File: config.mk
export PLATFORM = sky130hd
export DESIGN_NAME = seven_segment_scan_controller
export DESIGN_NICKNAME = d
export VERILOG_FILES = /design/src/design/scc_pkg.sv /design/src/design/seven_segment_scan_controller.sv /design/src/design/scc_ctrl.sv /design/src/design/scc_datapath.sv
export SDC_FILE = /design/constraint.sdc
export NUM_CORES = 2
export LEC_CHECK = 0
export ABC_AREA = 1
export BUFFER_PORTS_ARGS = -buffer_cell sky130_fd_sc_hd__clkbuf_2
export CAP_MARGIN = 20
export CORE_UTILIZATION = 57
export CTS_BUF_LIST = sky130_fd_sc_hd__clkbuf_16
export CTS_CLUSTER_SIZE = 25
export DETAILED_ROUTE_END_ITERATION = 10
export PLACE_DENSITY = 0.71
export SYNTH_ARGS = -nofsm -noshare
export SYNTH_HDL_FRONTEND = slang
export SYNTH_SLANG_ARGS = --single-unit
File: constraint.sdc
create_clock -name i_clk -period 9.6 [get_ports i_clk]
set_input_delay 0 -clock i_clk [delete_from_list [all_inputs] [get_ports i_clk]]
set_output_delay 0 -clock i_clk [all_outputs]
set_load 0.03 [all_outputs]
File: src/design/scc_pkg.sv
`timescale 1ns / 1ps
`default_nettype none
package scc_pkg;

    localparam int unsigned VAL_W   = 32;
    localparam int unsigned BIT_W   = 5;
    localparam logic [BIT_W-1:0] BIT_LAST = 5'd31;
    localparam logic [4:0] DEC_BASE = 5'd10;
    localparam logic [7:0] SEG_BLANK = 8'h00;
    localparam logic [7:0] SEG_DP    = 8'h80;

    // floor(x / 10) = (x * DIV10_RECIP) >> DIV10_SH, exact for any 32-bit x
    localparam logic [VAL_W-1:0] DIV10_RECIP = 32'hCCCC_CCCD;
    localparam int unsigned      DIV10_SH    = 35;

    typedef enum logic [2:0] {
        CMD_SCAN      = 3'd0,
        CMD_WR_SEG    = 3'd1,
        CMD_WR_DIGIT  = 3'd2,
        CMD_WR_DP     = 3'd3,
        CMD_CLEAR     = 3'd4,
        CMD_VAL_BLANK = 3'd5,
        CMD_VAL_ZEROS = 3'd6
    } t_cmd;

    typedef struct packed {
        logic accept;
        logic div_step;
        logic digit_commit;
    } t_ctrl_cmd;

    typedef struct packed {
        logic value_go;
        logic out_busy;
        logic last_digit;
    } t_dp_status;

    // common cathode, bit 0 = a ... bit 6 = g
    function automatic logic [7:0] seg_of(input logic [3:0] d);
        logic [7:0] s;
        case (d)
            4'd0: s = 8'h3F;
            4'd1: s = 8'h06;
            4'd2: s = 8'h5B;
            4'd3: s = 8'h4F;
            4'd4: s = 8'h66;
            4'd5: s = 8'h6D;
            4'd6: s = 8'h7D;
            4'd7: s = 8'h07;
            4'd8: s = 8'h7F;
            4'd9: s = 8'h6F;
            default: s = SEG_BLANK;
        endcase
        return s;
    endfunction

    // 10^(cnt-1) wrapped to 32 bits, 1 for a count of zero
    function automatic logic [VAL_W-1:0] pow10_of(input logic [3:0] cnt);
        logic [VAL_W-1:0] p;
        case (cnt)
            4'd0:  p = 32'd1;
            4'd1:  p = 32'd1;
            4'd2:  p = 32'd10;
            4'd3:  p = 32'd100;
            4'd4:  p = 32'd1000;
            4'd5:  p = 32'd10000;
            4'd6:  p = 32'd100000;
            4'd7:  p = 32'd1000000;
            4'd8:  p = 32'd10000000;
            4'd9:  p = 32'd100000000;
            4'd10: p = 32'd1000000000;
            4'd11: p = 32'd1410065408;
            4'd12: p = 32'd1215752192;
            4'd13: p = 32'd3567587328;
            4'd14: p = 32'd1316134912;
            4'd15: p = 32'd276447232;
            default: p = 32'd1;
        endcase
        return p;
    endfunction

endpackage
`default_nettype wire

File: src/design/seven_segment_scan_controller.sv
// multiplexed seven-segment display controller, buffer and scan logic
// input channel: one command beat per accepted item (scan tick, segment or
//   digit write, clear, or decimal value write); output channel: exactly one
//   result beat per command, is_scan/seg_out/digit_sel, zero for non-scan
// a result beat is registered and shows up the cycle after its command beat
// scan, segment, digit and clear commands are done in their accept cycle, so they can
//   stream at one beat per clock as long as the result side keeps up
// a value write converts one decimal digit at a time (32 steps of a
//   shared bit-serial divider plus one buffer write), so it holds the input
//   stalled until all its digits, at most eight, are written; its result
//   beat still leaves right away, the stall only keeps the next command out
// a scan tick gives the buffered byte of the current digit, then a blank
//   frame for the same digit, then moves to the next digit
// reset blanks the whole buffer, points the scan at digit 0 and empties the
//   result register; no clearing pass is needed
// when the receiver stalls, the result beat holds and one more command is
//   refused until that beat is taken
`timescale 1ns / 1ps
`default_nettype none
module seven_segment_scan_controller #(
    parameter int NUM_DIGITS = 8
) (
    input  wire         i_clk,
    input  wire         i_rst_n,
    input  wire         i_in_valid,
    output logic        o_in_stall,
    input  wire [2:0]   i_cmd,
    input  wire [3:0]   i_position,
    input  wire [7:0]   i_seg_code,
    input  wire [3:0]   i_digit_value,
    input  wire [31:0]  i_number,
    input  wire [3:0]   i_digit_count,
    output logic        o_out_valid,
    input  wire         i_out_stall,
    output logic        o_is_scan,
    output logic [7:0]  o_seg_out,
    output logic [2:0]  o_digit_sel
);
    import scc_pkg::*;

    t_ctrl_cmd  ctl_cmd;
    t_dp_status dp_status;

    // sequencer for accept and the per-digit conversion loop
    scc_ctrl u_ctrl (
        .i_clk      (i_clk),
        .i_rst_n    (i_rst_n),
        .i_in_valid (i_in_valid),
        .o_in_stall (o_in_stall),
        .i_status   (dp_status),
        .o_cmd      (ctl_cmd)
    );

    // buffer, scan pointer, divider and result register
    scc_datapath #(
        .NUM_DIGITS (NUM_DIGITS)
    ) u_dp (
        .i_clk         (i_clk),
        .i_rst_n       (i_rst_n),
        .i_cmd         (i_cmd),
        .i_position    (i_position),
        .i_seg_code    (i_seg_code),
        .i_digit_value (i_digit_value),
        .i_number      (i_number),
        .i_digit_count (i_digit_count),
        .i_out_stall   (i_out_stall),
        .i_cmd_ctl     (ctl_cmd),
        .o_status      (dp_status),
        .o_out_valid   (o_out_valid),
        .o_is_scan     (o_is_scan),
        .o_seg_out     (o_seg_out),
        .o_digit_sel   (o_digit_sel)
    );

endmodule
`default_nettype wire

File: src/design/scc_ctrl.sv
`timescale 1ns / 1ps
`default_nettype none
module scc_ctrl (
    input  wire                 i_clk,
    input  wire                 i_rst_n,
    input  wire                 i_in_valid,
    output logic                o_in_stall,
    input  scc_pkg::t_dp_status i_status,
    output scc_pkg::t_ctrl_cmd  o_cmd
);
    import scc_pkg::*;

    typedef enum logic [2:0] {
        S_IDLE  = 3'b001,
        S_DIV   = 3'b010,
        S_WRITE = 3'b100
    } t_state;

    t_state           r_state, n_state;
    logic [BIT_W-1:0] r_bit, n_bit;
    logic             accept;

    assign accept     = i_in_valid && (r_state == S_IDLE) && !i_status.out_busy;
    assign o_in_stall = (r_state != S_IDLE) || i_status.out_busy;

    always_comb begin
        n_state = r_state;
        n_bit   = r_bit;
        o_cmd   = '0;
        case (r_state)
            S_IDLE: begin
                o_cmd.accept = accept;
                if (accept && i_status.value_go) begin
                    n_state = S_DIV;
                    n_bit   = '0;
                end
            end
            S_DIV: begin
                o_cmd.div_step = 1'b1;
                n_bit = r_bit + 1'b1;
                if (r_bit == BIT_LAST) begin
                    n_state = S_WRITE;
                end
            end
            S_WRITE: begin
                o_cmd.digit_commit = 1'b1;
                n_bit = '0;
                if (i_status.last_digit) begin
                    n_state = S_IDLE;
                end else begin
                    n_state = S_DIV;
                end
            end
            default: begin
                n_state = S_IDLE;
            end
        endcase
    end

    always_ff @(posedge i_clk) begin
        if (!i_rst_n) begin
            r_state <= S_IDLE;
            r_bit   <= '0;
        end else begin
            r_state <= n_state;
            r_bit   <= n_bit;
        end
    end

endmodule
`default_nettype wire

File: src/design/scc_datapath.sv
`timescale 1ns / 1ps
`default_nettype none
module scc_datapath #(
    parameter int NUM_DIGITS = 8
) (
    input  wire                 i_clk,
    input  wire                 i_rst_n,
    input  wire [2:0]           i_cmd,
    input  wire [3:0]           i_position,
    input  wire [7:0]           i_seg_code,
    input  wire [3:0]           i_digit_value,
    input  wire [31:0]          i_number,
    input  wire [3:0]           i_digit_count,
    input  wire                 i_out_stall,
    input  scc_pkg::t_ctrl_cmd  i_cmd_ctl,
    output scc_pkg::t_dp_status o_status,
    output logic                o_out_valid,
    output logic                o_is_scan,
    output logic [7:0]          o_seg_out,
    output logic [2:0]          o_digit_sel
);
    import scc_pkg::*;

    localparam int IDX_W = (NUM_DIGITS > 1) ? $clog2(NUM_DIGITS) : 1;
    localparam logic [3:0] NUM_D4 = 4'(NUM_DIGITS);
    localparam logic [IDX_W-1:0] IDX_LAST = IDX_W'(NUM_DIGITS - 1);

    logic [7:0]       r_buf [NUM_DIGITS];
    logic [IDX_W-1:0] r_scan;
    logic             r_blank_ph;
    logic             r_out_valid, r_is_scan;
    logic [7:0]       r_seg_out;
    logic [2:0]       r_digit_sel;

    // value conversion state
    logic [VAL_W-1:0] r_value, r_div, r_rem, r_dvd;
    logic [3:0]       r_m10, r_left;
    logic [IDX_W-1:0] r_wpos;
    logic             r_blank_md, r_lead;

    t_cmd             cmd;
    logic             pos_ok;
    logic [3:0]       avail, len_cut;
    logic [VAL_W-1:0] pow_in;

    // one restoring division step plus a mod-10 fold of the quotient
    logic [VAL_W:0]   rem_sh;
    logic             ge;
    logic [VAL_W-1:0] rem_nx;
    logic [4:0]       m2;
    logic [3:0]       m10_nx;

    // divisor for the next digit
    logic [2*VAL_W-1:0] div_prod;
    logic [VAL_W-1:0]   div_next;

    logic [3:0]       dig;
    logic             lead_nx;
    logic [7:0]       dig_seg;

    assign cmd     = t_cmd'(i_cmd);
    assign pos_ok  = i_position < NUM_D4;
    assign avail   = NUM_D4 - i_position;
    assign len_cut = (i_digit_count < avail) ? i_digit_count : avail;
    assign pow_in  = pow10_of(i_digit_count);

    assign o_status.value_go   = ((cmd == CMD_VAL_BLANK) || (cmd == CMD_VAL_ZEROS))
                                 && pos_ok && (len_cut != 4'd0);
    assign o_status.out_busy   = r_out_valid && i_out_stall;
    assign o_status.last_digit = (r_left == 4'd1);

    always_comb begin
        rem_sh = {r_rem, r_dvd[VAL_W-1]};
        ge     = rem_sh >= {1'b0, r_div};
        rem_nx = ge ? VAL_W'(rem_sh - {1'b0, r_div}) : rem_sh[VAL_W-1:0];
        m2     = {r_m10, ge};
        m10_nx = (m2 >= DEC_BASE) ? 4'(m2 - DEC_BASE) : m2[3:0];
    end

    always_comb begin
        div_prod = (2*VAL_W)'(r_div) * (2*VAL_W)'(DIV10_RECIP);
        div_next = VAL_W'(div_prod >> DIV10_SH);
    end

    always_comb begin
        dig     = (r_div == '0) ? 4'd0 : r_m10;
        lead_nx = r_lead && (dig == 4'd0) && !o_status.last_digit;
        dig_seg = (r_blank_md && lead_nx) ? SEG_BLANK : seg_of(dig);
    end

    // display buffer and scan pointer
    always_ff @(posedge i_clk) begin
        if (!i_rst_n) begin
            for (int k = 0; k < NUM_DIGITS; k++) begin
                r_buf[k] <= SEG_BLANK;
            end
            r_scan     <= '0;
            r_blank_ph <= 1'b0;
        end else if (i_cmd_ctl.accept) begin
            case (cmd)
                CMD_SCAN: begin
                    r_blank_ph <= !r_blank_ph;
                    if (r_blank_ph) begin
                        r_scan <= (r_scan == IDX_LAST) ? '0 : r_scan + 1'b1;
                    end
                end
                CMD_WR_SEG: begin
                    if (pos_ok) r_buf[i_position[IDX_W-1:0]] <= i_seg_code;
                end
                CMD_WR_DIGIT: begin
                    if (pos_ok) r_buf[i_position[IDX_W-1:0]] <= seg_of(i_digit_value);
                end
                CMD_WR_DP: begin
                    if (pos_ok) begin
                        r_buf[i_position[IDX_W-1:0]] <= seg_of(i_digit_value) | SEG_DP;
                    end
                end
                CMD_CLEAR: begin
                    for (int k = 0; k < NUM_DIGITS; k++) begin
                        r_buf[k] <= SEG_BLANK;
                    end
                end
                default: begin
                end
            endcase
        end else if (i_cmd_ctl.digit_commit) begin
            r_buf[r_wpos] <= dig_seg;
        end
    end

    // conversion datapath, no reset needed
    always_ff @(posedge i_clk) begin
        if (i_cmd_ctl.accept) begin
            r_value    <= i_number;
            r_div      <= pow_in;
            r_left     <= len_cut;
            r_wpos     <= i_position[IDX_W-1:0];
            r_blank_md <= (cmd == CMD_VAL_BLANK);
            r_lead     <= 1'b1;
            r_rem      <= '0;
            r_dvd      <= i_number;
            r_m10      <= '0;
        end else if (i_cmd_ctl.div_step) begin
            r_rem <= rem_nx;
            r_dvd <= {r_dvd[VAL_W-2:0], 1'b0};
            r_m10 <= m10_nx;
        end else if (i_cmd_ctl.digit_commit) begin
            r_lead <= lead_nx;
            r_wpos <= r_wpos + 1'b1;
            r_left <= r_left - 1'b1;
            r_div  <= div_next;
            r_rem  <= '0;
            r_dvd  <= r_value;
            r_m10  <= '0;
        end
    end

    // result register
    always_ff @(posedge i_clk) begin
        if (!i_rst_n) begin
            r_out_valid <= 1'b0;
        end else if (i_cmd_ctl.accept) begin
            r_out_valid <= 1'b1;
        end else if (!i_out_stall) begin
            r_out_valid <= 1'b0;
        end
    end

    always_ff @(posedge i_clk) begin
        if (i_cmd_ctl.accept) begin
            if (cmd == CMD_SCAN) begin
                r_is_scan   <= 1'b1;
                r_seg_out   <= r_blank_ph ? SEG_BLANK : r_buf[r_scan];
                r_digit_sel <= 3'(r_scan);
            end else begin
                r_is_scan   <= 1'b0;
                r_seg_out   <= SEG_BLANK;
                r_digit_sel <= 3'd0;
            end
        end
    end

    assign o_out_valid = r_out_valid;
    assign o_is_scan   = r_is_scan;
    assign o_seg_out   = r_seg_out;
    assign o_digit_sel = r_digit_sel;

endmodule
`default_nettype wire

==> flow_metrics.tcl <==
set metrics [dict create \
    critPathCaptureType "flip-flop" \
    cts_max_path_buffers 3 \
    antenna_found_initial 3 \
    min_period_over_period_pct 82.7 \
    vias_per_cell 5.49 \
    synth_cell_types 53 \
    syn_inst 3851 \
    clk_pin_slew_ns 0.07 \
    cts_setup_buffers 0 \
    worstPathMaxFanout 6 \
    io_pins 73 \
    synth_nets 4724 \
    ant_nets 0 \
    root_buffer "clkbuf_16" \
    wl_met1_mm 43.8 \
    yosysTopAreaCell "fa_1" \
    setup_violations 0 \
    vias 26000 \
    synth_compound_gate_area_share_pct 8.99 \
    synth_area_per_cell_sq_um 8.27 \
    drtIter0Drc 2443 \
    arrival_ns 8.25 \
    drcViolationCount 0 \
    synth_common_cells "inv_1 (930), nand2_1 (608), ha_1 (426), nor2_1 (396), fa_1 (388)" \
    finalSetupTns_ns 0 \
    async_flop_share_pct 0 \
    synth_area_leaders "fa_1 (24%), edfxtp_1 (17%), ha_1 (17%)" \
    yosysWarningCount 0 \
    fp.dieH_microns 238 \
    synthAdderAreaFrac_pct 41.1 \
    io_buffer_count 72 \
    worstSetupPathType "reg -> reg" \
    regArea_sq_mm 0.00641 \
    gp_routability_congestion 1.03 \
    synthFlopType "edfxtp_1" \
    synth_top_family_by_area "adder cells" \
    drtPass1Iterations 6 \
    route.met2.wl_mm 43.1 \
    holdCritPathClass "in -> reg" \
    grt_pass1_vias 26000 \
    netlist.area_leader.share_pct 24.4 \
    ctsResizeCount 0 \
    grt_pass1_wl_mm 154 \
    relSlewSlack_pct 28.7 \
    rsz0062_at_grt "no" \
    ys_ff_latch 230 \
    tightest_slew_ns 1.07 \
    grt_start_max_net_pins 68 \
    area_growth_pct 7.91 \
    status "complete, no violations" \
    clk_latency_ns 0.62 \
    grt_usage_pct 36.6 \
    finalCriticalPeriod_ns 7.94 \
    slew_viol_final 0 \
    synthMuxAreaShare_pct 0.0629 \
    critPathLaunchType "flip-flop" \
    startpoint "u_dp.r_div[10]" \
    cts_htree_levels 1 \
    fillers 5008 \
    cts_tree "yes" \
    synth.yosys.seq_area_share_pct 20.1 \
    drive_above_1_share_pct 4.77 \
    yosys.area_share.simple_pct 15.8 \
    multi_input_area_sq_mm 0.0216 \
    maxCapViolCount 0 \
    netlist_area_sq_mm 0.0318 \
    grt-ovfl-total 0 \
    fin_nets 4832 \
    routed.top_layer "met5" \
    synthXorXnorAreaFrac_pct 1.93 \
    wl_per_cell_microns 21.4 \
    n_antenna_cell 0 \
    post-route-cell-area_sq_mm 0.0343 \
    core-area_sq_mm 0.0551 \
    final_util_pct 62.3 \
    r2r_start "u_dp.r_div[10]" \
    wl_met3_mm 11.0 \
    rows 86 \
    worstPathRequired_ns 9.91 \
    die_w_microns 238 \
    routed_wl_mm 101 \
    synth_most_common_cell "inv_1" \
    hp-start "i_seg_code[4]" \
    dp.final_hpwl_mm 85.1 \
    numCtsBuffers 28 \
    placed_area_sq_mm 0.0330 \
    fp.dieArea_sq_mm 0.0568 \
    regToRegSetupSlack_ns 1.66 \
    cts_sinks 230 \
    synth_edf_count 180 \
    initial_core_util_pct 57.8 \
    fin_worst_skew_ns 0.0543 \
    clock.fmax_ghz 0.126 \
    finalHoldViolations 0 \
]
[layout make-up]
class                           count  area share, %
Clock inverter                     23          0.557
Multi-Input combinational cell   2621           63.0
Tap cell                          748           2.72
Sequential cell                   230           18.7
Inverter                          949           10.4
Timing Repair Buffer              129           2.64
Clock buffer                       28           2.04
[final timing paths]
check                           cells past startpoint          endpoint
worst max-delay path                               25    u_dp.r_div[22]
worst min-delay path                                5  u_dp.r_buf[0][4]
worst max register to register                     25    u_dp.r_div[22]
worst min register to register                      2    u_dp.r_rem[20]
[through the flow]
| stage | std cells | worst slack, ns | hold slack, ns |
|---|---|---|---|
| floorplan | 3851 | 3.21 | 0.0989 |
| global placement | 4629 | 1.41 | 0.193 |
| detailed placement | 4630 | 1.85 | 0.196 |
| CTS | 4728 | 1.82 | 0.0106 |
| global route | 4728 | 1.37 | 0.0500 |
| finish | 4728 | 1.66 | 0.0265 |
[what timing repair did]
item,4_1_cts,5_1_grt
hold endpoints to repair,102,0
endpoints found under the setup margin,0,0
hold buffers,47,0
[routing by layer]
| layer | track usage, % | up-vias |
|---|---|---|
| met2 | 54.3 | 1129 |
| met3 | 10.1 | 156 |
| li1 | - | 12300 |
| met1 | 52.2 | 12400 |
| met5 | 0 | - |
| met4 | 10.5 | 4 |
[placed cells by master (no fill, tap or decap), drive strengths merged, types with 10 or more instances in the layout]
cell         count
nand4           17
o22ai           15
o21ai          200
a21o            18
clkbuf         100
ha             426
buf             10
dlygate4sd3     47
dfxtp           50
inv            955
o21bai          25
o211ai          11
a21oi          171
fa             388
nand2          619
xor2            48
clkinv          14
xnor2           22
nand3          131
a31oi           47
nor2           404
edfxtp         180
nor3            23
[registers in the layout (all words and copies together), names as in the netlist]
name              count
u_ctrl.r_bit          5
u_ctrl.r_state        3
u_dp.o_digit_sel      3
u_dp.o_is_scan        1
u_dp.o_out_valid      1
u_dp.o_seg_out        8
u_dp.r_blank_md       1
u_dp.r_blank_ph       1
u_dp.r_buf           64
u_dp.r_div           32
u_dp.r_dvd           32
u_dp.r_lead           1
u_dp.r_left           4
u_dp.r_m10            4
u_dp.r_rem           32
u_dp.r_scan           3
u_dp.r_value         32
u_dp.r_wpos           3
[worst max-delay path, cell delays in order (launching register included)]
cell,delay (ns)
edfxtp_1,0.71
ha_1,0.52
inv_1,0.18
fa_1,0.59
inv_1,0.07
fa_1,0.56
inv_1,0.08
fa_1,0.51
inv_1,0.05
fa_1,0.46
fa_1,0.51
fa_1,0.59
inv_1,0.07
fa_1,0.54
inv_1,0.04
ha_1,0.31
nand2_1,0.08
nand2_1,0.07
a21oi_1,0.20
a21boi_0,0.42
o21ai_0,0.27
a21oi_1,0.17
nand2_1,0.07
nand2_1,0.06
nand2_1,0.04
o21ai_0,0.45
[kinds of logic (layout without fill, tap and decap cells)]
group | after synthesis | in the layout
AO/OA/AOI/OAI | 509 | 509
XOR/XNOR | 70 | 70
flip-flops | 230 | 230
AND/OR/NAND/NOR | 1226 | 1226
adder cells (fa/ha/maj) | 814 | 814
multiplexers | 2 | 2
buffers and inverters | 1000 | 1129
Power is not shown: default switching activity piles up to over one toggle a cycle in this logic, so the estimate is an artifact.
